$ cat src/rtl/rlsl_pkg.sv
// Package for the periodic run-length segment lookup block.
// Holds widths, codes, state machine type and the structs shared by the table, sequencer and top.
// Depends on nothing.
package rlsl_pkg;

    localparam int MaxRuns  = 1024;
    localparam int CountW   = $clog2(MaxRuns + 1);
    localparam int HintW    = $clog2(MaxRuns);
    localparam int AddrW    = $clog2(MaxRuns + 1);
    localparam int PosW     = 24;
    localparam int SegW     = 16;
    localparam int CfgW     = 24;
    localparam int CfgIdxW  = 2;
    localparam int BitCntW  = $clog2(PosW);

    localparam logic ACT_WRITE = 1'b0;
    localparam logic ACT_QUERY = 1'b1;

    localparam logic [CfgIdxW-1:0] CFG_RUN_COUNT     = 2'd0;
    localparam logic [CfgIdxW-1:0] CFG_STREAM_LENGTH = 2'd1;
    localparam logic [CfgIdxW-1:0] CFG_REPEAT_PERIOD = 2'd2;

    typedef enum logic [2:0] {
        ST_IDLE,
        ST_MOD,
        ST_SEARCH,
        ST_HINT,
        ST_DONE
    } rlsl_state_t;

    typedef struct packed {
        logic [CountW-1:0] run_count;
        logic [PosW-1:0]   stream_length;
        logic [PosW-1:0]   repeat_period;
    } rlsl_cfg_t;

    typedef struct packed {
        logic              we_start;
        logic              we_seg;
        logic [AddrW-1:0]  addr;
        logic [PosW-1:0]   start;
        logic [SegW-1:0]   segment;
    } rlsl_wr_t;

    typedef struct packed {
        logic [AddrW-1:0]  start_addr;
        logic [HintW-1:0]  seg_addr;
    } rlsl_rd_t;

    typedef struct packed {
        logic              found;
        logic [SegW-1:0]   segment_id;
    } rlsl_res_t;

endpackage

$ cat src/rtl/rlsl_mod_unit.sv
// Bit-serial remainder unit: one restoring step per cycle over the position bits.
// Depends on rlsl_pkg.
module rlsl_mod_unit
    import rlsl_pkg::*;
(
    input  logic            clk,
    input  logic            rst_n,
    input  logic            start,
    input  logic [PosW-1:0] dividend,
    input  logic [PosW-1:0] divisor,
    output logic            done,
    output logic [PosW-1:0] remainder
);

    logic               busy_reg;
    logic [BitCntW-1:0] cnt_reg;
    logic [PosW-1:0]    rem_reg;
    logic [PosW-1:0]    dvd_reg;
    logic [PosW-1:0]    dsr_reg;
    logic [PosW:0]      trial;
    logic [PosW-1:0]    rem_next;

    always_comb
    begin
        trial = {rem_reg, dvd_reg[PosW-1]};
        if (trial >= {1'b0, dsr_reg})
        begin
            rem_next = PosW'(trial - {1'b0, dsr_reg});
        end
        else
        begin
            rem_next = trial[PosW-1:0];
        end
    end

    assign done      = busy_reg && (cnt_reg == BitCntW'(PosW - 1));
    assign remainder = rem_next;

    always_ff @(posedge clk or negedge rst_n)
    begin
        if (!rst_n)
        begin
            busy_reg <= 1'b0;
            cnt_reg  <= '0;
        end
        else if (start)
        begin
            busy_reg <= 1'b1;
            cnt_reg  <= '0;
        end
        else if (busy_reg)
        begin
            cnt_reg <= cnt_reg + 1'b1;
            if (done)
            begin
                busy_reg <= 1'b0;
            end
        end
    end

    always_ff @(posedge clk)
    begin
        if (start)
        begin
            rem_reg <= '0;
            dvd_reg <= dividend;
            dsr_reg <= divisor;
        end
        else if (busy_reg)
        begin
            rem_reg <= rem_next;
            dvd_reg <= {dvd_reg[PosW-2:0], 1'b0};
        end
    end

endmodule

$ cat config.mk
export PLATFORM = sky130hd
export DESIGN_NAME = rlsl_mod_unit
export DESIGN_NICKNAME = d
export VERILOG_FILES = /design/src/rtl/rlsl_pkg.sv /design/src/rtl/rlsl_mod_unit.sv
export SDC_FILE = /design/constraint.sdc
export NUM_CORES = 1
export LEC_CHECK = 0
export BUFFER_PORTS_ARGS = -buffer_cell sky130_fd_sc_hd__clkbuf_2
export CAP_MARGIN = 20
export CORE_MARGIN = 1
export CORE_UTILIZATION = 55
export DETAILED_ROUTE_END_ITERATION = 16
export PLACE_DENSITY = 0.84
export SYNTH_ARGS = -nofsm -noshare
export SYNTH_HDL_FRONTEND = slang
export SYNTH_SLANG_ARGS = --single-unit
$ cat constraint.sdc
create_clock -name clk -period 4.3 [get_ports clk]
set_input_delay 0.645 -clock clk [delete_from_list [all_inputs] [get_ports clk]]
set_output_delay 0.645 -clock clk [all_outputs]
set_load 0.01 [all_outputs]
; ---- Yosys cells after proc, flatten, opt, wreduce, memory -nomap -nowiden
; Index checks and enable logic that the tools add are counted.
[classes]
n_addsub = 2
n_mul = 0
n_div = 0
n_lt_le_gt_ge = 1
eq_ne = 1
n_shift = 0
muxes = 8
bitwise_logic = 0
reduce_logical = 2
[ops]
columns = operator, count
row1 = two-way mux 24 bit, 3
row2 = >= comparator 25 x 24 -> 1 bit, 1
row3 = subtractor 24 bit, 1
row4 = two-way mux 5 bit, 2
row5 = adder 5 x 1 -> 5 bit (second input constant), 1
row6 = equality test 5 bit (second input constant), 1
row7 = two-way mux 1 bit, 3
row8 = nonzero test 2 bit, 1
row9 = logical AND 1 bit, 1
[totals]
reg_bits = 78
latchBits = 0
ramBits = 0
mem_bits_ro = 0
in_bits = 51
out_inout_bits = 25
elab_cells = 19
mem_count = 0

; ---- Logic depth before layout (Yosys ltp)
[logic_depth]
depth_word = 5
mapped_depth = 12
depth_no_buf = 12

; ---- Worst setup path before layout
; Ideal clock, no wire load.
[synth_path]
path_type = reg-to-output
start = reg dvd_reg[23]
end = out remainder[16]
t_arrival_ns = 2.458
t_required_ns = 3.655
path_slack_ns = 1.197
stages_incl_launch_ff = 12
n_path_buf = 0
cell_sequence = edfxtp_1 inv_1 ha_1 inv_1 fa_1 a211oi_2 o21ai_1 a2111o_1 nand3_2 a32oi_1 xor2_1 mux2_4
[synth_via]
elab_chain_len = 2
word_cells_on_any_way = 3
cone_classes = add/sub (1) / order compare (1) / mux (1)
[synth_rtl]
columns = element, line_no
row1 = start: declaration, rlsl_mod_unit.sv:18  ; logic [PosW-1:0] dvd_reg;
row2 = start signal: assignment, rlsl_mod_unit.sv:66  ; dvd_reg <= dividend;
row3 = start signal: assignment, rlsl_mod_unit.sv:72  ; dvd_reg <= {dvd_reg[PosW-2:0], 1'b0};
row4 = subtractor 24 bit or >= comparator 25 x 24 -> 1 bit (tied branches), "rlsl_mod_unit.sv:28, rlsl_mod_unit.sv:26"
row5 = two-way mux 24 bit *, rlsl_mod_unit.sv:26  ; if (trial >= {1'b0, dsr_reg})
row6 = end: declaration, rlsl_mod_unit.sv:12  ; output logic [PosW-1:0] remainder
; Every way passes the cells marked *; elsewhere a longest branch is shown, timed or not.

; ---- Final worst setup path
[layout_path]
start = reg dsr_reg[22]
end = out remainder[11]
[layout_via]
elab_chain_len = 2
[layout_rtl]
columns = element, line_no
row1 = start: declaration, rlsl_mod_unit.sv:19  ; logic [PosW-1:0] dsr_reg;
row2 = start signal: assignment, rlsl_mod_unit.sv:67  ; dsr_reg <= divisor;
row3 = >= comparator 25 x 24 -> 1 bit, rlsl_mod_unit.sv:26
row4 = two-way mux 24 bit, rlsl_mod_unit.sv:26
; Every way passes these cells.

==> results.yml <==
run_status:
  status: "completed"
clock_tree:
  cts_tree: "done"
  clk_latency_ns: 0.35
  cts_made_buffers: 9
  root_buffer: "clkbuf_8"
  cts_resized: 0
  cts.sinks: 78
  htree_levels: 3
  postCtsHoldBufs: 0
  post_cts_buffers: 0
  clk_pin_slew_ns: 0.09
  cts_max_path_buffers: 2
global_route:
  track_usage_pct: 23.6
  busiest_layer: "met2"
  grt_pass1_vias: 3441
  grt_pass1_wl_mm: 16.3
  grt_overflow: 0
  use_met1_pct: 31.7
  grt_max_degree: 70
  antenna_found_initial: 0
  met2_usage_pct: 37.1
  met3_usage_pct: 5.18
sta:
  fin_skew_ns: 0.00988
  setup-tns-final_ns: 0
  slew_viol_final: 0
  setup_viol: 0
  fin_hold_ws_ns: 0.109
  rsz0062_at_grt: "false"
  slew_headroom_pct: 41.7
  max_freq_mhz: 245
  min_period_over_period_pct: 94.8
  period_minus_slack_ns: 4.08
  final-hold-violation-count: 0
  tightest_slew_ns: 0.874
finish:
  final_core_util_pct: 65.4
  final_net_count: 594
  diodes: 0
  final_area_um2: 5430
  areaGrowthSynthToFinish_pct: 13.9
  drive_gt1_share_pct: 30.7
  fillCellCount: 640
yosys:
  synth-adder-area-share_pct: 6.99
  synth-compound-area-share_pct: 15.9
  async_flop_share_pct: 7.69
  synth.mux.area_fraction_pct: 12.1
  syn_area_um2: 4760
  synth_edf_count: 48
  yosysSeqAreaShare_pct: 43.5
  syn_inst: 441
  yosysUniqueCellTypes: 69
  synth_flop_cell: "edfxtp_1"
  synthesis.nets: 518
  avgSynthCellArea_um2: 10.8
  synth-xor-area-share_pct: 4.23
  synth-seq-cells: 78
  yosysWarnings: 0
  yosys.area_share.simple_pct: 12.1
  synth_top_family_by_area: "compound AO/OA/AOI/OAI gates"
critical_path:
  cp.arrival_ns: 3.43
  path_class: "register to primary output"
  path_max_fanout: 18
  crit_required_ns: 3.65
  worstSetupStartpointType: "register"
  ff2ff_setup_slack_ns: 1.04
  worstSetupEndpointType: "primary output"
routing:
  first_iter_violations: 231
  vias_per_cell: 5.72
  num_vias: 3585
  route.detailed.drc: 0
  dr.pass1.iters: 4
  finalWirelength_mm: 10.1
  ant_nets: 0
  wl_per_cell_um: 16.1
die:
  die-area_um2: 9040
  initial_core_util_pct: 57.4
  coreArea_um2: 8300
  die_w_um: 95.1
  num_rows: 33
  ioPinCount: 76
  dieHeight_um: 95.1
placed_design:
  io_buffers: 75
  place_hpwl_mm: 7.44
  place_area_um2: 5220
  gp_congestion: 0.880
power:
  irDropWorstVdd_mv: 0.176
  powerDensity_nw_per_um2: 303
  power_frac_seq_pct: 52.3
  power.switching_mw: 0.425
  p_leak_nw: 2.55
  combPwrFrac_pct: 12.9
  p_sw_share_pct: 25.8
  pwr-share-clk_pct: 34.8
  internal-power_mw: 1.22
flow_run:
  cap_viol_max_count: 0
worst_hold_path:
  hp-class: "input pin to asynchronous set/reset pin"
-- final cells by class --
cell class	count	area (µm²)	share of cell area (%)
multi-input cells	308	2450	45.2
flip-flops and latches	78	2070	38.2
repair buffers	81	420	7.75
inverters	39	146	2.70
well taps	105	131	2.42
clock buffers	9	124	2.28
clock inverters	7	78.8	1.45
-- kinds of logic after synthesis --
family                   Yosys count
multiplexers                      45
AO/OA/AOI/OAI                    101
AND/OR/NAND/NOR                  113
buffers and inverters             55
adder cells (fa/ha/maj)           26
XOR/XNOR                          23
flip-flops                        78
-- cells in the mapped netlist (2+ instances only) --
| library cell | number | share of area [%] |
|---|---|---|
| edfxtp_1 | 48 | 30 |
| nor2_1 | 46 | 3.6 |
| inv_1 | 38 | 3.0 |
| ha_1 | 25 | 6.6 |
| mux2_2 | 25 | 5.9 |
| dfxtp_1 | 24 | 10 |
| nand2_1 | 23 | 1.8 |
| mux2_4 | 19 | 6.0 |
| a21oi_1 | 16 | 1.7 |
| o21a_1 | 16 | 2.5 |
| xnor2_1 | 13 | 2.4 |
| o21ai_0 | 12 | 1.3 |
| nand3_1 | 10 | 1.1 |
| xor2_1 | 10 | 1.8 |
| a21o_1 | 9 | 1.4 |
| a22o_1 | 8 | 1.5 |
| clkbuf_1 | 7 | 0.55 |
| dfrtp_1 | 6 | 3.2 |
| nor3_1 | 5 | 0.53 |
| a311oi_1 | 4 | 0.74 |
| a31oi_1 | 4 | 0.53 |
| buf_6 | 4 | 0.95 |
| nand4_1 | 4 | 0.53 |
| o21ai_1 | 4 | 0.42 |
| a21oi_2 | 3 | 0.55 |
| buf_4 | 3 | 0.47 |
| nand2b_1 | 3 | 0.39 |
| nor2b_1 | 3 | 0.39 |
| a211oi_1 | 2 | 0.32 |
| a211oi_2 | 2 | 0.53 |
| and2_1 | 2 | 0.26 |
| and3_1 | 2 | 0.26 |
| buf_2 | 2 | 0.21 |
| nand3_2 | 2 | 0.42 |
| nand4b_1 | 2 | 0.37 |
| o21bai_1 | 2 | 0.32 |
-- power by group through the flow --
stage / Combinational, mW / Sequential, mW / Clock, mW
finish: 0.213 / 0.860 / 0.571
global route: 0.235 / 0.865 / 0.617
CTS: 0.213 / 0.860 / 0.583
detailed placement: 0.210 / 0.877 / 0
global placement: 0.203 / 0.875 / 0
floorplan: 0.151 / 0.871 / 0
-- stage by stage --
step,setup slack (ns),power (mW),instances
after floorplan,1.20,1.02,441
after global placement,0.682,1.08,611
after detailed placement,0.612,1.09,611
after CTS,0.208,1.66,627
after global routing,0.0700,1.72,627
final,0.225,1.64,627
-- per-layer routing --
layer / up-vias / share of wire, %
met3: 20 / 6.3
met1: 1685 / 45
met4: 0 / 1.9
met2: 129 / 46
li1: 1751 / -
met5: - / 0
-- worst max-delay path: stages (launching register included) --
cell	delay (ns)
edfxtp_1	0.33
inv_1	0.04
ha_1	0.35
a21o_1	0.20
a211o_1	0.32
a31oi_1	0.33
nor4_2	0.13
a2bb2oi_4	0.63
buf_4	0.31
mux2_4	0.32
clkbuf_2	0.13
-- layout by cell type (no fill, tap or decap), types with 5 or more instances in the layout --
cell type / instances
clkbuf_2: 75
edfxtp_1: 48
nor2_1: 46
inv_1: 38
mux2_2: 25
ha_1: 25
dfxtp_1: 24
nand2_1: 23
mux2_4: 19
o21a_1: 16
a21oi_1: 16
xnor2_1: 13
o21ai_0: 12
nand3_1: 10
xor2_1: 10
a21o_1: 9
clkbuf_8: 9
a22o_1: 8
dfrtp_1: 6
buf_4: 6
nor3_1: 5
-- path summary, 6_finish.rpt --
kind / startpoint / to / depth (start not counted)
setup / recovery: dsr_reg[22] / remainder[11] / 10
hold / removal: rst_n / busy_reg / 1
setup reg to reg: dsr_reg[22] / rem_reg[12] / 10
hold reg to reg: rem_reg[21] / rem_reg[21] / 2
max in group asynchronous: rst_n / cnt_reg[3] / 1
min in group clk: divisor[23] / dsr_reg[23] / 1
(Power assumes the default switching activity.)
